===== src/pvu_pkg.sv =====
// Shared types, widths and constants of the particle velocity and position update.
package pvu_pkg;

  localparam int VAL_W      = 32;
  localparam int DIFF_W     = VAL_W + 1;
  localparam int ITER_W     = 16;
  localparam int RAND_W     = 16;
  localparam int COEF_W     = 16;
  localparam int LIM_W      = 31;
  localparam int CFG_IDX_W  = 3;
  localparam int CFG_DATA_W = 31;

  // The ramp ratio is computed as floor(tc * 2^RAMP_FRAC / run_length).
  localparam int RAMP_FRAC   = 13;
  localparam int DIV_STEPS   = RAMP_FRAC + 1;
  localparam int W_RAMP_DROP = 2;

  localparam logic [COEF_W-1:0] W_MIN  = 16'd1638;
  localparam logic [COEF_W-1:0] C_HIGH = 16'd10240;
  localparam logic [COEF_W-1:0] C_LOW  = 16'd2048;

  localparam int FRAC_SHIFT = 12;
  localparam int WV_W       = COEF_W + 1 + VAL_W;
  localparam int PRD_W      = COEF_W + 1 + DIFF_W;
  localparam int SUM_W      = PRD_W + 2;
  localparam int SH_W       = SUM_W - FRAC_SHIFT;

  localparam int QUEUE_DEPTH = 4;
  localparam int QPTR_W      = $clog2(QUEUE_DEPTH);

  localparam int DEF_VALUE_BITS = 32;
  localparam int DEF_COEFF_BITS = 16;

  typedef enum logic [CFG_IDX_W-1:0] {
    CFG_INERTIA_WEIGHT,
    CFG_ACCEL_COEFF,
    CFG_VELOCITY_LIMIT,
    CFG_POSITION_LIMIT,
    CFG_RUN_LENGTH,
    CFG_INERTIA_MODE,
    CFG_ACCEL_MODE,
    CFG_USE_GLOBAL_BEST
  } cfg_idx_t;

  typedef struct packed {
    logic [COEF_W-1:0] inertia_weight;
    logic [COEF_W-1:0] accel_coeff;
    logic [LIM_W-1:0]  velocity_limit;
    logic [LIM_W-1:0]  position_limit;
    logic [ITER_W-1:0] run_length;
    logic              inertia_mode;
    logic              accel_mode;
    logic              use_global_best;
  } cfg_t;

  typedef struct packed {
    logic signed [VAL_W-1:0]  x;
    logic signed [VAL_W-1:0]  v;
    logic signed [DIFF_W-1:0] d1;
    logic signed [DIFF_W-1:0] d2;
    logic [RAND_W-1:0]        r1;
    logic [RAND_W-1:0]        r2;
  } front_pay_t;

  typedef struct packed {
    front_pay_t        pay;
    logic [COEF_W-1:0] w;
    logic [COEF_W-1:0] c1;
    logic [COEF_W-1:0] c2;
  } work_t;

  typedef struct packed {
    logic full;
    logic empty;
  } q_stat_t;

endpackage


===== src/pvu_if.sv =====
// Valid/ready channel interfaces for input items and result items.
interface pvu_in_if;
  logic                                valid;
  logic                                ready;
  logic [pvu_pkg::ITER_W-1:0]          iteration;
  logic signed [pvu_pkg::VAL_W-1:0]    position;
  logic signed [pvu_pkg::VAL_W-1:0]    velocity;
  logic signed [pvu_pkg::VAL_W-1:0]    personal_best;
  logic signed [pvu_pkg::VAL_W-1:0]    informant_best;
  logic signed [pvu_pkg::VAL_W-1:0]    global_best;
  logic [pvu_pkg::RAND_W-1:0]          rand_one;
  logic [pvu_pkg::RAND_W-1:0]          rand_two;

  modport source (
    output valid, iteration, position, velocity, personal_best, informant_best,
           global_best, rand_one, rand_two,
    input  ready
  );
  modport sink (
    input  valid, iteration, position, velocity, personal_best, informant_best,
           global_best, rand_one, rand_two,
    output ready
  );
endinterface



===== src/pvu_frac_div.sv =====
// Pipelined restoring divider, one quotient bit per stage, for num <= den.
module pvu_frac_div (
  input  logic                            clk,
  input  logic                            en,
  input  logic [pvu_pkg::ITER_W-1:0]      num,
  input  logic [pvu_pkg::ITER_W-1:0]      den,
  output logic [pvu_pkg::DIV_STEPS-1:0]   quot
);

  localparam int OPW   = pvu_pkg::ITER_W;
  localparam int STEPS = pvu_pkg::DIV_STEPS;

  logic [OPW-1:0]   rem_r  [STEPS-1];
  logic [OPW-1:0]   den_r  [STEPS-1];
  logic [STEPS-1:0] quot_r [STEPS];

  logic first_ge;
  assign first_ge = num >= den;

  // Since num never exceeds den, the first stage yields the integer bit only.
  always_ff @(posedge clk) begin
    if (en) begin
      rem_r[0]  <= first_ge ? OPW'(num - den) : num;
      den_r[0]  <= den;
      quot_r[0] <= {{(STEPS-1){1'b0}}, first_ge};
    end
  end

  for (genvar k = 1; k < STEPS; k++) begin : g_stage
    logic [OPW:0] trial;
    logic         ge;

    assign trial = {rem_r[k-1], 1'b0};
    assign ge    = trial >= {1'b0, den_r[k-1]};

    always_ff @(posedge clk) begin
      if (en) begin
        quot_r[k] <= {quot_r[k-1][STEPS-2:0], ge};
      end
    end

    if (k < STEPS - 1) begin : g_carry
      always_ff @(posedge clk) begin
        if (en) begin
          rem_r[k] <= ge ? OPW'(trial - {1'b0, den_r[k-1]}) : trial[OPW-1:0];
          den_r[k] <= den_r[k-1];
        end
      end
    end
  end

  assign quot = quot_r[STEPS-1];

endmodule


===== src/pvu_front.sv =====
// Front end: accepts items, forms differences and computes the schedule coefficients.
module pvu_front #(
  parameter int COEFF_BITS = pvu_pkg::DEF_COEFF_BITS
) (
  input  logic              clk,
  input  logic              rst_n,
  pvu_in_if.sink            in_ch,
  input  pvu_pkg::cfg_t     cfg,
  input  pvu_pkg::q_stat_t  q_stat,
  output logic              q_push,
  output pvu_pkg::work_t    q_data
);

  localparam int STEPS = pvu_pkg::DIV_STEPS;
  localparam int CW    = pvu_pkg::COEF_W;
  localparam logic [CW-1:0] COEF_MASK = CW'((64'd1 << COEFF_BITS) - 64'd1);

  logic                       front_en;
  logic                       accept;
  logic [pvu_pkg::ITER_W-1:0] rl_eff;
  logic [pvu_pkg::ITER_W-1:0] tc;
  logic [pvu_pkg::ITER_W-1:0] rest;
  logic [STEPS-1:0]           qc;
  logic [STEPS-1:0]           qw;
  logic signed [pvu_pkg::VAL_W-1:0] att;
  pvu_pkg::front_pay_t        pay_in;

  logic [STEPS-1:0]           vld_r;
  pvu_pkg::front_pay_t        pay_r [STEPS];

  // The whole front advances together; it holds while the queue is full.
  // No transfer is offered while reset is held.
  assign front_en    = !q_stat.full;
  assign in_ch.ready = front_en && rst_n;
  assign accept      = in_ch.valid && in_ch.ready;

  // A zero run length behaves as a ratio that has already reached one.
  always_comb begin
    if (cfg.run_length == '0) begin
      rl_eff = pvu_pkg::ITER_W'(1);
      tc     = pvu_pkg::ITER_W'(1);
    end else begin
      rl_eff = cfg.run_length;
      tc     = (in_ch.iteration < cfg.run_length) ? in_ch.iteration : cfg.run_length;
    end
    rest = rl_eff - tc;
  end

  assign att = cfg.use_global_best ? in_ch.global_best : in_ch.informant_best;

  always_comb begin
    pay_in.x  = in_ch.position;
    pay_in.v  = in_ch.velocity;
    pay_in.d1 = {in_ch.personal_best[pvu_pkg::VAL_W-1], in_ch.personal_best}
              - {in_ch.position[pvu_pkg::VAL_W-1], in_ch.position};
    pay_in.d2 = {att[pvu_pkg::VAL_W-1], att}
              - {in_ch.position[pvu_pkg::VAL_W-1], in_ch.position};
    pay_in.r1 = in_ch.rand_one;
    pay_in.r2 = in_ch.rand_two;
  end

  // The inertia ramp is the acceleration ramp of (rl - tc) scaled down by four.
  pvu_frac_div u_div_accel (
    .clk  (clk),
    .en   (front_en),
    .num  (tc),
    .den  (rl_eff),
    .quot (qc)
  );

  pvu_frac_div u_div_inertia (
    .clk  (clk),
    .en   (front_en),
    .num  (rest),
    .den  (rl_eff),
    .quot (qw)
  );

  always_ff @(posedge clk) begin
    if (!rst_n) begin
      vld_r <= '0;
    end else if (front_en) begin
      vld_r <= {vld_r[STEPS-2:0], accept};
    end
  end

  always_ff @(posedge clk) begin
    if (front_en) begin
      pay_r[0] <= pay_in;
      for (int k = 1; k < STEPS; k++) begin
        pay_r[k] <= pay_r[k-1];
      end
    end
  end

  assign q_push = front_en && vld_r[STEPS-1];

  always_comb begin
    q_data.pay = pay_r[STEPS-1];
    if (cfg.inertia_mode) begin
      q_data.w = pvu_pkg::W_MIN + CW'(qw >> pvu_pkg::W_RAMP_DROP);
    end else begin
      q_data.w = cfg.inertia_weight & COEF_MASK;
    end
    if (cfg.accel_mode) begin
      q_data.c1 = pvu_pkg::C_HIGH - CW'(qc);
      q_data.c2 = pvu_pkg::C_LOW + CW'(qc);
    end else begin
      q_data.c1 = cfg.accel_coeff & COEF_MASK;
      q_data.c2 = cfg.accel_coeff & COEF_MASK;
    end
  end

endmodule


===== src/flat_wrapper.sv =====
// flat-port wrapper written by rule: the top's interface ports become plain ports
module pvu_front_flat 
#(
  parameter int COEFF_BITS = pvu_pkg::DEF_COEFF_BITS
)
  (clk, rst_n, cfg, q_stat, q_push, q_data, in_ch_valid, in_ch_iteration, in_ch_position, in_ch_velocity, in_ch_personal_best, in_ch_informant_best, in_ch_global_best, in_ch_rand_one, in_ch_rand_two, in_ch_ready);
  pvu_in_if in_ch_i ();
  input  logic clk;
  input  logic rst_n;
  input  pvu_pkg::cfg_t cfg;
  input  pvu_pkg::q_stat_t q_stat;
  output logic q_push;
  output pvu_pkg::work_t q_data;
  input wire logic [$bits(in_ch_i.valid)-1:0] in_ch_valid;
  input wire logic [$bits(in_ch_i.iteration)-1:0] in_ch_iteration;
  input wire logic [$bits(in_ch_i.position)-1:0] in_ch_position;
  input wire logic [$bits(in_ch_i.velocity)-1:0] in_ch_velocity;
  input wire logic [$bits(in_ch_i.personal_best)-1:0] in_ch_personal_best;
  input wire logic [$bits(in_ch_i.informant_best)-1:0] in_ch_informant_best;
  input wire logic [$bits(in_ch_i.global_best)-1:0] in_ch_global_best;
  input wire logic [$bits(in_ch_i.rand_one)-1:0] in_ch_rand_one;
  input wire logic [$bits(in_ch_i.rand_two)-1:0] in_ch_rand_two;
  output wire logic [$bits(in_ch_i.ready)-1:0] in_ch_ready;
  assign in_ch_i.valid = in_ch_valid;
  assign in_ch_i.iteration = in_ch_iteration;
  assign in_ch_i.position = in_ch_position;
  assign in_ch_i.velocity = in_ch_velocity;
  assign in_ch_i.personal_best = in_ch_personal_best;
  assign in_ch_i.informant_best = in_ch_informant_best;
  assign in_ch_i.global_best = in_ch_global_best;
  assign in_ch_i.rand_one = in_ch_rand_one;
  assign in_ch_i.rand_two = in_ch_rand_two;
  assign in_ch_ready = in_ch_i.ready;
  pvu_front #(.COEFF_BITS(COEFF_BITS)) u_core (.clk(clk), .rst_n(rst_n), .in_ch(in_ch_i), .cfg(cfg), .q_stat(q_stat), .q_push(q_push), .q_data(q_data));
endmodule

===== config.mk =====
export PLATFORM = sky130hd
export DESIGN_NAME = pvu_front_flat
export DESIGN_NICKNAME = d
export VERILOG_FILES = /design/src/pvu_pkg.sv /design/src/pvu_if.sv /design/src/pvu_frac_div.sv /design/src/pvu_front.sv /design/src/flat_wrapper.sv
export SDC_FILE = /design/constraint.sdc
export NUM_CORES = 2
export LEC_CHECK = 0
export BUFFER_PORTS_ARGS = -buffer_cell sky130_fd_sc_hd__buf_2
export CAP_MARGIN = 15
export CORE_ASPECT_RATIO = 1.25
export CORE_MARGIN = 4
export CORE_UTILIZATION = 60
export CTS_BUF_LIST = sky130_fd_sc_hd__clkbuf_4
export CTS_CLUSTER_DIAMETER = 80
export DETAILED_ROUTE_END_ITERATION = 7
export GPL_TIMING_DRIVEN = 1
export PLACE_DENSITY_LB_ADDON = 0.05
export SYNTH_ARGS = -nofsm -noshare
export SYNTH_HDL_FRONTEND = slang
export SYNTH_HIERARCHICAL = 1
export SYNTH_SLANG_ARGS = --single-unit

===== constraint.sdc =====
create_clock -name clk -period 92 [get_ports clk]
set_input_delay 18.4 -clock clk [delete_from_list [all_inputs] [get_ports clk]]
set_output_delay 18.4 -clock clk [all_outputs]
set_load 0.01 [all_outputs]

**Word level (Yosys, flattened, before mapping)**

Memory sizes are Yosys's and may differ from the RTL's.
Cells that the tools add are included.

- $add $sub $neg: 32
- Reductions and logical operators: 5
- $lt $le $gt $ge: 29
- Multiplexer cells: 33

Operators by type and width:

| cell | count |
|---|---|
| two-way mux 16 bit | 30 |
| greater-or-equal comparator 17 x 16 -> 1 bit | 26 |
| subtractor 16 bit | 27 |
| subtractor 32 x 32 -> 33 bit | 2 |
| two-way mux 32 bit | 2 |
| greater-or-equal comparator 16 bit | 2 |
| zero test 16 bit | 1 |
| less-than comparator 16 bit | 1 |
| adder 12 x 14 -> 15 bit (first input constant) | 1 |
| subtractor 14 x 14 -> 15 bit (first input constant) | 1 |
| adder 11 x 12 -> 13 bit (first input constant) | 1 |
| logical AND 1 bit | 3 |
| zero test 1 bit | 1 |
| two-way mux 1 bit | 1 |

- Input port bits: 326
- Word-level logic and storage cells: 107
- Output and inout port bits: 212
- Bits in registers: 14
- Memories kept: 7
- RAM bits: 3,492

Memory list:

| name | depth | bits a word | read ports | clocked after memory_dff | wr ports | RTL line | source |
|---|---|---|---|---|---|---|---|
| u_core.pay_r | 14 | 162 | 14 | 0 | 14 | pvu_front.sv:29 | `pvu_pkg::front_pay_t pay_r [STEPS];` |
| u_core.u_div_accel.den_r | 13 | 16 | 13 | 0 | 13 | pvu_frac_div.sv:14 | `logic [OPW-1:0] den_r [STEPS-1];` |
| u_core.u_div_accel.rem_r | 13 | 16 | 13 | 0 | 13 | pvu_frac_div.sv:13 | `logic [OPW-1:0] rem_r [STEPS-1];` |
| u_core.u_div_inertia.den_r | 13 | 16 | 13 | 0 | 13 | pvu_frac_div.sv:14 |  |
| u_core.u_div_inertia.rem_r | 13 | 16 | 13 | 0 | 13 | pvu_frac_div.sv:13 |  |
| u_core.u_div_accel.quot_r | 14 | 14 | 14 | 0 | 14 | pvu_frac_div.sv:15 | `logic [STEPS-1:0] quot_r [STEPS];` |
| 1 more memories | - | - | - | - | - | - |  |

**Longest topological paths before layout**

- Word-level depth: 6
- Depth in mapped cells: 31
- Gate-level depth less buffers: 29

**Cells and area by module**

The synthesis kept the hierarchy.

Modules (own cells, without submodules):

| module | sequential area each (µm²) | cells each | instances | area an instance (µm²) |
|---|---|---|---|---|
| pvu_front | 68,385.6 | 3,333 | 1 | 75,881.5 |
| pvu_frac_div at u_core.u_div_accel | 15,645.0 | 2,471 | 1 | 29,231.8 |
| pvu_frac_div at u_core.u_div_inertia | 15,645.0 | 2,427 | 1 | 28,374.7 |

**Worst setup path before layout**

No wires, ideal clock.

- Path kind: in2reg
- Start point: input port q_stat[1] (netlist bit)
- End point: memory u_core/pay_r[0][0] (netlist bit), enable pin
- Stages: 3
- Arrival time: 82.437 ns
- Required time: 88.389 ns
- Path slack: 5.952 ns
- Path buffers: 2
- Cell sequence: clkbuf_1 > clkbuf_1 > inv_1

RTL lines:

| element | RTL line | source |
|---|---|---|
| start: declaration | flat_wrapper.sv:11 | `input pvu_pkg::q_stat_t q_stat;` |
| end: declaration | pvu_front.sv:29 |  |

==> qor.yml <==
status:
  status: "complete, no violations"
layout:
  seq_area_mm2: 0.0977
  multi_input_area_mm2: 0.0278
  fin_nets: 9754
  area_growth_pct: 10.9
  post-route-cell-area_mm2: 0.144
  drive_gt1_frac: 0.201
  fillers: 14900
routing:
  vias: 65300
  firstDrtPassIters: 7
  avgViaCountPerCell: 5.29
  final_antenna_net_count: 0
  drc_errors: 0
  drt_first_iter_violations: 3545
  drt_wl_total_um: 208000
  wl_per_cell_um: 16.8
worst_setup_path:
  reg2reg_to: "u_core/u_div_accel/rem_r[0][77]$_DFFE_PP_"
  critical_path_class: "in -> out"
  cp-start-kind: "primary input"
  end_kind: "output port"
  regToRegSetupSlack_ns: 88.40
  cp.arrival_ns: 19.46
  worstPathRequired_ns: 73.60
  r2r_start: "u_core/u_div_accel/den_r[0][49]$_DFFE_PP_"
  cp_max_fo: 40
  worstSetupStartpoint: "cfg[1]"
  reg2reg_depth: 10
clock_network:
  clock_path_buffers: 4
  cts_buffers: 751
  cts_tree: "yes"
  cts_resized: 0
  post-cts-setup-buffers: 0
  ctsHoldBuffers: 0
  htree_levels: 6
  cts_sinks: 3257
  root_buffer: "clkbuf_4"
  insertion_delay_ns: 1.29
  path_clk_slew_ns: 0.08
yosys:
  avgSynthCellArea_um2: 16.4
  netlist_instances: 7884
  netlist_area_mm2: 0.130
  synth.net_count: 8751
  yosysWarnings: 6
place:
  numPortBuffers: 474
  dp_hpwl_um: 139000
  place_congestion: 0.918
  place_area_mm2: 0.134
sta:
  slew_viol_final: 0
  timing.fmax_ghz: 0.0264
  fin_setup_tns_ns: 0
  period_share: 0.412
  finalClockSkew_ns: 0.0880
  finalCriticalPeriod_ns: 37.86
  grt_setup_unrepaired: "false"
  finalSetupViolCount: 0
  slew_headroom: 0.268
  final-hold-violation-count: 0
  worst_pin_slew_ns: 1.10
worst_hold_path:
  min_to: "u_core/pay_r[0][363]$_DFFE_PN_"
  hold_path_depth: 0
  min_path_type: "reg -> reg"
  hp-start: "u_core/pay_r[0][201]$_DFFE_PN_"
floorplan:
  initial_core_util: 0.604
  die-height_um: 528
  die_x_um: 424
  die_area_mm2: 0.223
  core_mm2: 0.215
  rows: 190
  ioPinCount: 538
global_route:
  grt_max_degree: 203
  groute.usage.overall: 0.184
  grt_pass1_wl_um: 331000
  antenna_found_initial: 21
  grt_pass1_vias: 67100
  gr-total-overflow: 0
pwr:
  ir_worst_vdd_mv: 0.0152
  leakagePower_nw: 54.9
  p_per_area_mw_per_mm2: 28.1
flow_run:
  maxCapViolations: 0
state kept, by name, summed over array words and instances, names as in the netlist:
register                     flops
u_core/u_div_inertia/rem_r     176
u_core/u_div_accel/quot_r      105
u_core/u_div_accel/den_r       208
u_core/u_div_inertia/den_r     176
u_core/vld_r                    14
u_core/pay_r                  2268
u_core/u_div_inertia/quot_r    102
u_core/u_div_accel/rem_r       208
metal layers:
layer	track usage	part of all wire	vias up
met2	0.336	0.54	1514
met5	0	0.00057	-
met4	0.0916	0.041	16
met1	0.198	0.37	31100
li1	-	-	32200
met3	0.0433	0.049	508
through the flow:
stage	utilization	total power [W]	cells	setup WS [ns]	hold slack, ns
after floorplan	-	0.00293	7884	7.30	0.400
after global placement	0.625	0.00294	11000	54.13	0.400
after detailed placement	0.625	0.00297	11000	54.13	0.405
after CTS	0.669	0.00409	12300	54.13	0.319
after global routing	0.670	0.00431	12300	54.04	0.321
final	0.670	0.00404	12300	54.14	0.342
worst max-delay path by stage:
stage	end	slack, ns	depth (start not counted)
after floorplan	u_core/pay_r[0][0]$_DFFE_PN_	7.30	3
after detailed placement	q_data[16]	54.13	3
final	q_data[16]	54.14	3
after global routing	q_data[16]	54.04	3
after global placement	q_data[21]	54.13	3
after CTS	q_data[16]	54.13	3
power by group:
part / switching, W / total, W / internal [W] / leakage, nW
sequential: 0.0000764 / 0.00196 / 0.00189 / 31.8
combinational: 0.000556 / 0.000986 / 0.000430 / 17.4
clock: 0.000512 / 0.00109 / 0.000577 / 5.62
critical path: stages:
cell and delay, ns:
buf_2 0.50, mux2_2 0.41, buf_2 0.15
area by class of cell:
| type | instances | share of cell area |
|---|---|---|
| Sequential cell | 3257 | 0.679 |
| Multi-Input combinational cell | 3730 | 0.193 |
| Clock buffer | 1099 | 0.0574 |
| Tap cell | 2880 | 0.0251 |
| Timing Repair Buffer | 531 | 0.0201 |
| Inverter | 616 | 0.0161 |
| Clock inverter | 213 | 0.00818 |
| Antenna cell | 18 | 0.000313 |
cells in the final DEF (no fill, tap or decap), types with 31 or more instances in the layout:
master,instances
edfxtp_1,3243
clkbuf_4,1099
inv_1,608
ha_1,514
buf_2,474
nor2_1,352
a21oi_1,337
nand2_1,294
o21ai_0,264
xnor2_1,204
clkinv_1,149
a21o_1,123
mux2_2,123
xor2_1,119
mux2_1,113
o21a_1,106
nor3_1,106
nor2b_1,97
nand3_1,76
nand2b_1,67
nand4_1,61
o31ai_1,57
buf_4,50
o21bai_1,48
a211oi_1,46
a31oi_1,44
o21ai_1,39
mux2i_1,37
and3_1,36
o211ai_1,33
o31a_1,33
or3_1,31
Power figures use the tool's default switching activity.
