`src/pvu_pkg.sv`:
```
// Shared types, widths and constants of the particle velocity and position update.
package pvu_pkg;

  localparam int VAL_W      = 32;
  localparam int DIFF_W     = VAL_W + 1;
  localparam int ITER_W     = 16;
  localparam int RAND_W     = 16;
  localparam int COEF_W     = 16;
  localparam int LIM_W      = 31;
  localparam int CFG_IDX_W  = 3;
  localparam int CFG_DATA_W = 31;

  // The ramp ratio is computed as floor(tc * 2^RAMP_FRAC / run_length).
  localparam int RAMP_FRAC   = 13;
  localparam int DIV_STEPS   = RAMP_FRAC + 1;
  localparam int W_RAMP_DROP = 2;

  localparam logic [COEF_W-1:0] W_MIN  = 16'd1638;
  localparam logic [COEF_W-1:0] C_HIGH = 16'd10240;
  localparam logic [COEF_W-1:0] C_LOW  = 16'd2048;

  localparam int FRAC_SHIFT = 12;
  localparam int WV_W       = COEF_W + 1 + VAL_W;
  localparam int PRD_W      = COEF_W + 1 + DIFF_W;
  localparam int SUM_W      = PRD_W + 2;
  localparam int SH_W       = SUM_W - FRAC_SHIFT;

  localparam int QUEUE_DEPTH = 4;
  localparam int QPTR_W      = $clog2(QUEUE_DEPTH);

  localparam int DEF_VALUE_BITS = 32;
  localparam int DEF_COEFF_BITS = 16;

  typedef enum logic [CFG_IDX_W-1:0] {
    CFG_INERTIA_WEIGHT,
    CFG_ACCEL_COEFF,
    CFG_VELOCITY_LIMIT,
    CFG_POSITION_LIMIT,
    CFG_RUN_LENGTH,
    CFG_INERTIA_MODE,
    CFG_ACCEL_MODE,
    CFG_USE_GLOBAL_BEST
  } cfg_idx_t;

  typedef struct packed {
    logic [COEF_W-1:0] inertia_weight;
    logic [COEF_W-1:0] accel_coeff;
    logic [LIM_W-1:0]  velocity_limit;
    logic [LIM_W-1:0]  position_limit;
    logic [ITER_W-1:0] run_length;
    logic              inertia_mode;
    logic              accel_mode;
    logic              use_global_best;
  } cfg_t;

  typedef struct packed {
    logic signed [VAL_W-1:0]  x;
    logic signed [VAL_W-1:0]  v;
    logic signed [DIFF_W-1:0] d1;
    logic signed [DIFF_W-1:0] d2;
    logic [RAND_W-1:0]        r1;
    logic [RAND_W-1:0]        r2;
  } front_pay_t;

  typedef struct packed {
    front_pay_t        pay;
    logic [COEF_W-1:0] w;
    logic [COEF_W-1:0] c1;
    logic [COEF_W-1:0] c2;
  } work_t;

  typedef struct packed {
    logic full;
    logic empty;
  } q_stat_t;

endpackage

```
`src/pvu_fifo.sv`:
```
// Short queue between the front end and the arithmetic back end.
module pvu_fifo (
  input  logic              clk,
  input  logic              rst_n,
  input  logic              push,
  input  pvu_pkg::work_t    push_data,
  input  logic              pop,
  output pvu_pkg::work_t    head,
  output pvu_pkg::q_stat_t  q_stat
);

  localparam int DEPTH = pvu_pkg::QUEUE_DEPTH;
  localparam int PW    = pvu_pkg::QPTR_W;

  pvu_pkg::work_t mem_r [DEPTH];
  logic [PW-1:0]  wr_ptr_r;
  logic [PW-1:0]  rd_ptr_r;
  logic [PW:0]    cnt_r;
  logic [PW:0]    cnt_nxt;

  always_comb begin
    cnt_nxt = cnt_r;
    if (push && !pop) begin
      cnt_nxt = cnt_r + (PW+1)'(1);
    end else if (pop && !push) begin
      cnt_nxt = cnt_r - (PW+1)'(1);
    end
  end

  always_ff @(posedge clk) begin
    if (!rst_n) begin
      wr_ptr_r <= '0;
      rd_ptr_r <= '0;
      cnt_r    <= '0;
    end else begin
      if (push) begin
        wr_ptr_r <= wr_ptr_r + PW'(1);
      end
      if (pop) begin
        rd_ptr_r <= rd_ptr_r + PW'(1);
      end
      cnt_r <= cnt_nxt;
    end
  end

  always_ff @(posedge clk) begin
    if (push) begin
      mem_r[wr_ptr_r] <= push_data;
    end
  end

  assign head         = mem_r[rd_ptr_r];
  assign q_stat.full  = cnt_r == (PW+1)'(DEPTH);
  assign q_stat.empty = cnt_r == '0;

endmodule

```
`config.mk`:
```
export PLATFORM = sky130hd
export DESIGN_NAME = pvu_fifo
export DESIGN_NICKNAME = d
export VERILOG_FILES = /design/src/pvu_pkg.sv /design/src/pvu_fifo.sv
export SDC_FILE = /design/constraint.sdc
export NUM_CORES = 1
export LEC_CHECK = 0
export ABC_AREA = 0
export BUFFER_PORTS_ARGS = -buffer_cell sky130_fd_sc_hd__buf_2
export CORE_UTILIZATION = 57
export DETAILED_ROUTE_END_ITERATION = 10
export PLACE_DENSITY_LB_ADDON = 0.15
export SLEW_MARGIN = 20
export SYNTH_ARGS = -nofsm -noshare
export SYNTH_HDL_FRONTEND = slang
export SYNTH_SLANG_ARGS = --single-unit
```
`constraint.sdc`:
```
create_clock -name clk -period 7.1 [get_ports clk]
set_input_delay 0.71 -clock clk [delete_from_list [all_inputs] [get_ports clk]]
set_output_delay 0.71 -clock clk [all_outputs]
set_load 0.1 [all_outputs]
```
# Word level (Yosys, flattened, before mapping)
# Memories as Yosys holds them, arrays and structs flattened. A register that Yosys moved wholly into a read port is not among the register bits.
# Cells that the tools add are included.
# word_totals
memories	1
register_bits	7
wordCells	21
out_inout_bits	212
mem_bits_rw	840
# mem_list
memory	words	word_bits	rd	rd_clocked_by_memory_dff	write_ports	line	source
mem_r	4	210	1	1	1	pvu_fifo.sv:15	pvu_pkg::work_t mem_r [DEPTH];
# classes
mux	6
n_eq_ne	1
reduce_logical	6
n_addsub	4
# ops
operator	count
2-to-1 mux 3 bit	2
adder 2 x 1 -> 2 bit (second input constant)	2
2-to-1 mux 2 bit	2
adder 3 x 1 -> 3 bit (second input constant)	1
equality test 3 bit (second input constant)	1
zero test 3 bit	1
subtractor 3 x 1 -> 3 bit (second input constant)	1
logical AND 1 bit	2
zero test 1 bit	2
2-to-1 mux 1 bit	2
nonzero test 2 bit	1

# Longest topological paths before layout
# Gate-level depths: netlist of the first run.
# logic_depth
word_depth	4
ltp_mapped	7
mapped_depth_nobuf	7

# Worst setup path after synthesis of the first run
# Ideal clock, no wire load.
# synth_path
path_type	input to register
from	in push
to	mem mem_r[0][0] (netlist name) (enable)
cell_stages	1
arrival_ns	5.471
slack_ns	1.034
path_buffers	0
cell_sequence	and2_1
# synth_via
elab_chain_cells	2
# synth_rtl
element	line	source
start: declaration	pvu_fifo.sv:5	input logic push,
2-to-1 mux 1 bit	pvu_fifo.sv:47	if (push) begin
2-to-1 mux 1 bit (implied by the code)	pvu_fifo.sv:48	mem_r[wr_ptr_r] <= push_data;
end: declaration	pvu_fifo.sv:15	
# Every way passes these cells.

==> results.py, run 1 <==
metrics = {
    "floorplanning": {
        "row_count": 85,
        "core_mm2": 0.0537,
        "initial_core_util_pct": 57.7,
        "io_pins": 426,
        "die-area_mm2": 0.0553,
        "fp.dieH_um": 235,
        "die_w_um": 235,
    },
    "power": {
        "p_int_uw": 8780,
        "p_sw_share_pct": 29.6,
        "power_leakage_uw": 0.0122,
        "p_sw_uw": 3680,
        "clockPowerShare_pct": 34.7,
        "ir_drop_mv": 0.282,
        "power_frac_seq_pct": 46.8,
        "power.share.combinational_pct": 18.5,
        "power_density_mw_per_mm2": 343,
    },
    "drt": {
        "drc_errors": 0,
        "avgViaCountPerCell": 5.72,
        "wire_per_inst_um": 24.9,
        "drtIter0Drc": 921,
        "drtPass1Iterations": 5,
        "ant_nets": 0,
        "wirelength_um": 59600,
        "via_count": 13700,
    },
    "clock_network": {
        "cts_resized": 0,
        "clk-insertion-delay-late_ns": 0.60,
        "cts_tree": "done",
        "cts_setup_buffers": 0,
        "htreeDepth": 3,
        "clockRootBuffer": "clkbuf_16",
        "cts_buffer_depth": 3,
        "hold_buffers": 0,
        "cts_buffers": 82,
        "clkSinkCount": 849,
        "path_clk_slew_ns": 0.06,
    },
    "timing": {
        "max_freq_mhz": 257,
        "hold_violations": 0,
        "whs_ns": 0.302,
        "period_share_pct": 54.8,
        "worstMarginPinSlew_ns": 0.966,
        "rsz0062_at_grt": "false",
        "final_max_slew_viol_count": 0,
        "fin_crit_ns": 3.89,
        "slew-limit-headroom_pct": 35.6,
        "finalSetupViolCount": 0,
        "skew_ns": 0.0152,
        "setup_tns_ns": 0,
    },
    "global_route": {
        "grt_max_degree": 137,
        "grtUsageTotal_pct": 21.8,
        "antenna_found_initial": 13,
        "grt_pass1_wl_um": 88500,
        "grt-ovfl-total": 0,
        "grt_pass1_vias": 14200,
    },
    "critical_path": {
        "worstPathCellList": "buf_12 -> mux4_2 -> buf_2",
        "arrival_ns": 3.18,
        "cp.buffers_inverters": 2,
        "crit_required_ns": 6.39,
        "reg2reg_slack_ns": 4.49,
        "path_class": "reg -> out",
        "r2r_end": "mem_r[2][76]$_DFFE_PP_",
        "cpPeakStageDelay_ns": 0.81,
        "end_kind": "output pin",
        "endpoint": "head[159]",
        "r2r_start": "wr_ptr_r[0]$_SDFFE_PN0P_",
        "path_depth": 3,
        "r2r.worst_path.cells": 4,
        "path_max_fanout": 94,
        "critPathTopFamily": "buffers and inverters",
        "slowest_stage": "dfxtp_4",
        "startpoint_type": "flip-flop",
    },
    "placement": {
        "dpl.hpwl_um": 34900,
        "place_inst": 2227,
        "io_buffers": 425,
        "gp_congestion": 0.744,
    },
    "run": {
        "max_cap_violations": 0,
    },
    "synthesis": {
        "synthCells": 1140,
        "synthTopCellsByArea": "edfxtp_1 (81%), mux4_2 (15%), buf_12 (1.4%)",
        "avgSynthCellArea_um2": 27.2,
        "yosysWarnings": 0,
        "syn_area_mm2": 0.0310,
        "netlist.area_leader.share_pct": 81.4,
        "syn-num-nets": 1360,
        "synth_top_cell_by_area": "edfxtp_1",
        "ys_types": 22,
        "ys_ff_latch": 849,
        "synth_seq_area_share_pct": 82.0,
    },
    "hold_path": {
        "min_path_type": "in -> reg",
    },
    "final_layout": {
        "final_cells": 2389,
        "syn2layout_area_growth_pct": 17.3,
        "utilization_pct": 67.7,
        "layout-drive-gt1-share_pct": 46.1,
        "nets": 1835,
    },
    "outcome": {
        "status": "complete, no violations",
    },
}
==> metal layers <==
metal / GRT usage (%) / part of all wire (%)
met5: 0 / 0.18
met4: 6.34 / 1.9
met3: 6.95 / 9.5
met2: 34.8 / 49
met1: 29.2 / 39
==> worst reg2reg max path, stage by stage, from the launching register on <==
cell,delay (ns)
dfxtp_1,0.34
inv_1,0.09
ha_1,0.15
and2_4,0.67
buf_4,0.90
==> through the flow <==
step,instance area (um^2),total power [uW],setup WS (ns)
after floorplan,31000,7910,1.03
after global placement,33600,8250,3.78
after detailed placement,33600,8270,3.78
after CTS,36300,12600,3.11
after global routing,36300,12800,2.96
final,36300,12500,3.21
==> layout make-up <==
class	instances	area (um^2)
fillers	3316	17400
diodes	10	25.0
well taps	696	871
inverters	4	15.0
clock buffers	99	2180
flip-flops and latches	849	25400
clock inverters	53	536
multi-input cells	240	4990
repair buffers	438	2310
==> cell usage in the layout (no fill, tap or decap), types with 4 or more instances in the layout <==
cell type  count
and2_1         5
and2_4         4
buf_12         7
buf_2        425
buf_4          6
bufinv_16     10
clkbuf_1      13
clkbuf_16     84
clkinv_1      17
clkinv_2      21
dfxtp_1        7
diode_2       10
edfxtp_1     840
ha_1           5
inv_1          4
mux4_2       210
==> worst min path at each step <==
stage                                     start                      to  cells past startpoint  slack (ns)
final                              push_data[2]   mem_r[3][2]$_DFFE_PP_                      1        0.30
after global routing              push_data[84]  mem_r[0][84]$_DFFE_PP_                      1        0.28
after CTS                          push_data[2]   mem_r[3][2]$_DFFE_PP_                      1        0.26
after detailed placement  cnt_r[2]$_SDFFE_PN0P_   cnt_r[2]$_SDFFE_PN0P_                      2        0.52
after global placement    cnt_r[2]$_SDFFE_PN0P_   cnt_r[2]$_SDFFE_PN0P_                      2        0.48
after floorplan           cnt_r[2]$_SDFFE_PN0P_   cnt_r[2]$_SDFFE_PN0P_                      2        0.47
==> kinds of logic after synthesis <==
group | synth area share [%]
flip-flops | 82.0
multiplexers | 15.3
AO/OA/AOI/OAI | 0.0404
AND/OR/NAND/NOR | 0.295
XOR/XNOR | 0.141
adder cells (fa/ha/maj) | 0.267
buffers and inverters | 1.89
==> power by group through the flow <==
stage	Clock, uW	Sequential, uW	Combinational [uW]
6_report	4320	5830	2310
5_1_grt	4600	5850	2380
4_1_cts	4420	5840	2330
3_5_place_dp	0	5940	2320
3_3_place_gp	0	5930	2320
2_1_floorplan	0	5950	1960
==> registers in the layout, indices dropped and copies added, names as in the netlist, named ones only <==
signal    cells
rd_ptr_r      2
mem_r       840
wr_ptr_r      2
cnt_r         3
==> synthesized netlist by cell type, drive strengths merged <==
cell    instances
nor3            1
xor2            3
buf            44
fa              1
dfxtp           9
or3             1
xnor2           2
mux2i           2
clkbuf          3
o21ai           1
a21boi          1
nand2           1
inv             4
nor2b           2
edfxtp        840
and2            9
ha              5
nor3b           1
mux4          210
(Power assumes the default switching activity.)
==> run 2: changes to the inputs <==
ABC_AREA = 1   (was 0)
clock period = 3.6 ns   (was 7.1 ns; I/O delays follow)
==> run 2 against run 1 <==
Net effect: combinational power is 94% higher; global-route usage is 4.3 points higher; cell count grew 48%; power grew 94%; clock skew down 0.0055 ns; via count is 48% higher; critical path depth rose by 1; hold slack lost 0.27 ns; die area grew 2.3%; register-to-register slack got worse by 3.1 ns; sequential share of layout area is 4.9 points lower; critical path type unchanged; critical endpoint is now head[103]; largest cell class unchanged.
==> results.py, run 2 <==
metrics = {
    "global_route": {
        "grt_max_degree": 171,
        "grt_pass1_vias": 20100,
        "grt_use_met1_pct": 34.7,
        "gr-usage-met2_pct": 42.9,
        "grtUsageTotal_pct": 26.1,
        "grt_pass1_wl_um": 113000,
        "grt-busiest-layer": "met2",
        "antenna_found_initial": 13,
        "use_met3_pct": 4.76,
        "grt-ovfl-total": 0,
    },
    "final_layout": {
        "utilization_pct": 71.1,
        "largest_register_ffs": 840,
        "fin_area_mm2": 0.0391,
        "final_cell_mix": "edfxtp_1 (840), nor2_1 (425), buf_2 (425)",
        "reg_top3": "mem_r: 840 flops, cnt_r: 3 flops",
        "final_common_cell": "edfxtp_1",
        "regMostFlops": "mem_r",
        "nets": 2936,
        "layout-drive-gt1-share_pct": 21.8,
        "syn2layout_area_growth_pct": 23.3,
    },
    "timing": {
        "fin_crit_ns": 3.29,
        "skew_ns": 0.00966,
        "slew-limit-headroom_pct": 32.6,
        "finalSetupViolCount": 0,
        "setup_tns_ns": 0,
        "max_freq_mhz": 304,
        "final_max_slew_viol_count": 0,
        "rsz0062_at_grt": "false",
        "worstMarginPinSlew_ns": 1.01,
        "hold_violations": 0,
        "period_share_pct": 91.3,
    },
    "clock_network": {
        "clkSinkCount": 849,
        "clockRootBuffer": "clkbuf_16",
        "path_clk_slew_ns": 0.06,
        "cts_buffers": 83,
        "cts_setup_buffers": 0,
        "htreeDepth": 3,
        "cts_tree": "done",
        "cts_buffer_depth": 3,
        "clk-insertion-delay-late_ns": 0.61,
    },
    "synthesis": {
        "ys_async_sr_fraction_pct": 0,
        "yosys_most_used_dff": "edfxtp_1",
        "synth_edf_count": 840,
        "netlist.area_leader.share_pct": 79.6,
        "syn-num-nets": 2309,
        "synth-simple-area-share_pct": 5.21,
        "syn_area_mm2": 0.0317,
        "yosysWarnings": 0,
        "synth_top_family_by_area": "compound AO/OA/AOI/OAI gates",
        "synth_seq_area_share_pct": 80.2,
        "ys_ff_latch": 849,
        "synth.most_common_cell": "edfxtp_1",
        "avgSynthCellArea_um2": 15.2,
        "synth_common_cells": "edfxtp_1 (840), nor2_1 (425), o21ai_0 (396)",
        "synthMuxAreaShare_pct": 0,
        "ys_types": 20,
        "synthTopCellsByArea": "edfxtp_1 (80%), o21ai_0 (6.3%), nor2_1 (5.0%)",
        "synthCells": 2089,
        "synthAdderAreaFrac_pct": 0.261,
        "synth_xor_area_share_pct": 0,
        "synth_compound_area_share_pct": 10.9,
        "synth_top_cell_by_area": "edfxtp_1",
    },
    "drt": {
        "wire_per_inst_um": 21.0,
        "drtPass1Iterations": 7,
        "ant_nets": 0,
        "drc_errors": 0,
        "wirelength_um": 74000,
        "via_count": 20200,
        "avgViaCountPerCell": 5.72,
        "drtIter0Drc": 1466,
    },
    "power": {
        "ir_drop_mv": 0.470,
        "power_density_mw_per_mm2": 619,
        "power_leakage_uw": 0.0137,
    },
    "floorplanning": {
        "row_count": 86,
        "initial_core_util_pct": 57.6,
        "io_pins": 426,
        "fp.dieH_um": 238,
        "die_w_um": 238,
        "die-area_mm2": 0.0565,
        "core_mm2": 0.0550,
    },
    "run": {
        "max_cap_violations": 0,
    },
    "critical_path": {
        "critPathTopFamily": "buffers and inverters",
        "cpPeakStageDelay_ns": 0.65,
        "worstPathCellList": "buf_4 -> o21ai_0 -> o22ai_1 -> buf_2",
        "path_class": "reg -> out",
        "r2r.worst_path.cells": 5,
        "path_max_fanout": 63,
        "arrival_ns": 2.93,
        "end_kind": "output pin",
        "reg2reg_slack_ns": 1.41,
        "r2r_end": "mem_r[0][130]$_DFFE_PP_",
        "slowest_stage": "buf_4",
        "r2r_start": "wr_ptr_r[0]$_SDFFE_PN0P_",
        "startpoint_type": "flip-flop",
        "cp.buffers_inverters": 2,
        "crit_required_ns": 3.24,
    },
    "placement": {
        "dpl.hpwl_um": 40300,
        "io_buffers": 425,
        "gp_congestion": 0.816,
        "dpl_cell_area_mm2": 0.0343,
    },
    "hold_path": {
        "min_path_type": "in -> reg",
        "min_to": "cnt_r[2]$_SDFFE_PN0P_",
        "hold_path_depth": 3,
        "hold_start": "rst_n",
    },
    "outcome": {
        "status": "complete, no violations",
    },
}
-- run 2: changes by cell type in the layout (fill, tap and decap cells not counted), sizes merged, moves of 4 or more --
cell,before,now
nor2,0,425
o21ai,1,426
dlygate4sd3,0,210
mux4,210,0
o22ai,0,210
buf,438,471
and2,9,0
inv,6,14
nand2,1,9
clkinvlp,0,7
bufinv,10,5
a21oi,0,4
-- run 2: worst max path at each step --
stage          slack [ns]  cells after the start                    end
2_1_floorplan       -0.53                      4  mem_r[0][0]$_DFFE_PP_
3_3_place_gp         0.94                      4              head[115]
3_5_place_dp         0.97                      4              head[177]
4_1_cts              0.31                      4              head[177]
5_1_grt              0.15                      4              head[115]
6_report             0.31                      4              head[103]
-- run 2: kinds of logic after synthesis --
kind of cell               Yosys count
and+or+nand+nor                    438
buffers and inverters              156
adders and majority gates            6
AOI/OAI and AO/OA                  640
DFF                                849
-- run 2: where the power goes --
group,switching [uW],internal [uW]
registers,97.0,11300
logic,3700,780
clock network,3530,4760
-- run 2: repair_timing --
action	in CTS	in global routing
endpoints found under the setup margin	0	0
resized for setup	0	0
hold buffers	210	0
endpoints found under the hold margin	840	0
-- run 2: worst min-delay path, cell delays in order --
cell and delay [ns]:
buf_2 0.14, nand2_1 0.07, nor2_1 0.03
-- run 2: metrics by stage --
stage	power [uW]	hold WS, ns	instances	worst slack, ns
3_3_place_gp	15800	0.415	3169	0.938
4_1_cts	24300	0.00473	3527	0.307
3_5_place_dp	15900	0.436	3169	0.968
2_1_floorplan	15000	0.412	2089	-0.530
5_1_grt	24900	0.0338	3533	0.151
6_report	24200	0.0371	3534	0.314
-- run 2: final cells by class --
cell class	instances	area (um^2)
fill	3624	15900
tap	748	936
sequential	849	25400
antenna	7	17.5
multi-input combinational	1084	5210
clock buffer	101	2230
timing repair buffer	681	4770
inverter	17	96.3
clock inverter	47	388
-- run 2: metal layers --
| layer | vias to the layer above | part of all wire [%] |
|---|---|---|
| li1 | 9185 | - |
| met1 | 10200 | 41 |
| met2 | 668 | 50 |
| met3 | 172 | 5.9 |
| met4 | 14 | 3.2 |
| met5 | - | 0.13 |
==> run 3: changes to the inputs <==
--- a/config.mk
+++ b/config.mk
@@ -8,5 +8,6 @@
 export ABC_AREA = 1
-export BUFFER_PORTS_ARGS = -buffer_cell sky130_fd_sc_hd__buf_2
-export CORE_UTILIZATION = 57
+export CORE_UTILIZATION = 63
 export DETAILED_ROUTE_END_ITERATION = 10
+export DONT_BUFFER_PORTS = 1
+export GPL_TIMING_DRIVEN = 0
 export PLACE_DENSITY_LB_ADDON = 0.15
--- a/constraint.sdc
+++ b/constraint.sdc
@@ -3,2 +3,2 @@
 set_output_delay 0.36 -clock clk [all_outputs]
-set_load 0.1 [all_outputs]
+set_load 0.005 [all_outputs]
==> run 3 against run 2 <==
Net effect: setup slack better by 0.33 ns; clock power is 4.0% higher; first-iteration DRC count is 43% higher; sequential power hardly changed; sequential cell count stayed put; utilization is 6.3 points higher; maximum frequency is 11% higher; register-to-register slack worse by 0.32 ns; design area is 2.5% lower; via count is 1.9% lower; clock skew is 0.0015 ns higher.
==> results.py, run 3 (synthesis results as in run 2) <==
metrics = {
    "drt": {
        "drc_errors": 0,
        "avgViaCountPerCell": 6.28,
        "ant_nets": 0,
        "drtPass1Iterations": 5,
        "drtIter0Drc": 2093,
        "via_count": 19800,
        "wirelength_um": 79800,
        "wire_per_inst_um": 25.3,
    },
    "outcome": {
        "status": "complete, no violations",
    },
    "timing": {
        "skew_ns": 0.0111,
        "max_freq_mhz": 338,
        "setup_tns_ns": 0,
        "hold_violations": 0,
        "final_max_slew_viol_count": 0,
        "slew-limit-headroom_pct": 49.5,
        "worstMarginPinSlew_ns": 0.756,
        "period_share_pct": 82.2,
        "finalSetupViolCount": 0,
        "rsz0062_at_grt": "false",
        "fin_crit_ns": 2.96,
    },
    "global_route": {
        "antenna_found_initial": 8,
        "grtUsageTotal_pct": 30.8,
        "grt-ovfl-total": 0,
        "grt_max_degree": 31,
        "grt_pass1_vias": 19600,
        "grt_pass1_wl_um": 116000,
    },
    "final_layout": {
        "reg_top3": "mem_r: 840 flops, cnt_r: 3 flops",
        "regMostFlops": "mem_r",
        "largest_register_ffs": 840,
        "syn2layout_area_growth_pct": 20.3,
        "final_common_cell": "edfxtp_1",
        "layout-drive-gt1-share_pct": 9.57,
        "nets": 2640,
        "final_cells": 3160,
        "final_cell_mix": "edfxtp_1 (840), nor2_1 (425), o21ai_0 (396)",
    },
    "floorplanning": {
        "fp.dieH_um": 226,
        "core_mm2": 0.0493,
        "initial_core_util_pct": 64.3,
        "io_pins": 426,
        "die_w_um": 226,
        "row_count": 81,
        "die-area_mm2": 0.0512,
    },
    "clock_network": {
        "cts_buffer_depth": 3,
        "cts_buffers": 82,
        "clockRootBuffer": "clkbuf_16",
        "clk-insertion-delay-late_ns": 0.61,
        "cts_tree": "done",
        "cts_resized": 0,
        "htreeDepth": 3,
        "clkSinkCount": 849,
        "path_clk_slew_ns": 0.06,
    },
    "critical_path": {
        "path_class": "reg -> out",
        "slowest_stage": "o22ai_1",
        "arrival_ns": 2.60,
        "startpoint_type": "flip-flop",
        "cp.buffers_inverters": 3,
        "critPathTopFamily": "buffers and inverters",
        "end_kind": "output pin",
        "r2r_start": "wr_ptr_r[0]$_SDFFE_PN0P_",
        "cpPeakStageDelay_ns": 0.50,
        "path_max_fanout": 10,
        "crit_required_ns": 3.24,
        "worstPathCellList": "inv_1 -> buf_2 -> clkbuf_1 -> o21ai_0 -> o22ai_1",
    },
    "placement": {
        "io_buffers": 0,
        "gp_congestion": 0.792,
        "place_inst": 2785,
        "dpl.hpwl_um": 48200,
    },
    "hold_path": {
        "min_path_type": "in -> reg",
        "hold_start": "pop",
    },
    "run": {
        "max_cap_violations": 0,
    },
    "power": {
        "power_density_mw_per_mm2": 577,
        "ir_drop_mv": 0.464,
        "power_leakage_uw": 0.0126,
    },
}
==> run 3: cell types whose count changed in the layout (fill, tap and decap cells not counted), sizes merged <==
cell         delta
inv             +2
clkinvlp        -1
bufinv          +4
diode           +1
dlygate4sd3     +5
clkinv          -7
buf           -366
clkbuf         +72
==> run 3: tightest hold or removal path: stages <==
cell and delay [ns]:
inv_1 0.04, ha_1 0.16, a21oi_1 0.07
==> run 3: timing repair <==
| action | 4_1_cts | 5_1_grt |
|---|---|---|
| endpoints found under the hold margin | 849 | 0 |
| hold buffers | 215 | 0 |
| buffers inserted | 0 | 0 |
==> run 3: through the flow <==
step                utilization [%]  hold slack [ns]  instance area, um^2  worst slack (ns)  total power [uW]
floorplan                         -            0.412                31700            -0.530             12600
global placement               66.1            0.429                32500             -3.11             13200
detailed placement             67.4            0.442                33200              1.07             13200
CTS                            77.3           0.0246                38100             0.561             21900
global route                   77.3           0.0783                38100             0.360             22600
finish                         77.4           0.0649                38100             0.642             22000
==> run 3: path summary, 6_finish.rpt <==
kind / to / slack (ns) / depth (start not counted)
setup / recovery: head[160] / 0.64 / 5
hold / removal: cnt_r[0]$_SDFFE_PN0P_ / 0.06 / 3
setup reg to reg: mem_r[3][91]$_DFFE_PP_ / 1.09 / 7
hold reg to reg: rd_ptr_r[1]$_SDFFE_PN0P_ / 0.47 / 1
==> run 3: per-layer routing <==
metal  global-route usage [%]  part of all wire [%]  vias to the layer above
li1                         -                     -                     8619
met1                     38.8                    36                     9809
met2                     50.9                    50                     1223
met3                     8.29                    11                      184
met4                     12.6                   3.6                        2
met5                        0                 0.014                        -
==> run 3: power by group <==
group	internal (uW)	switching, uW	total, uW
registers	11300	95.0	11400
clock network	5090	3540	8630
logic	629	1320	1950
total	17000	4950	22000
==> run 3: final cells by class <==
class	count	area (um^2)
well taps	664	831
clock buffers	107	2260
multi-input cells	1084	5210
repair buffers	247	2830
flip-flops and latches	849	25400
inverters	17	91.3
clock inverters	45	454
fillers	2658	11200
diodes	8	20.0
plain buffers	139	995
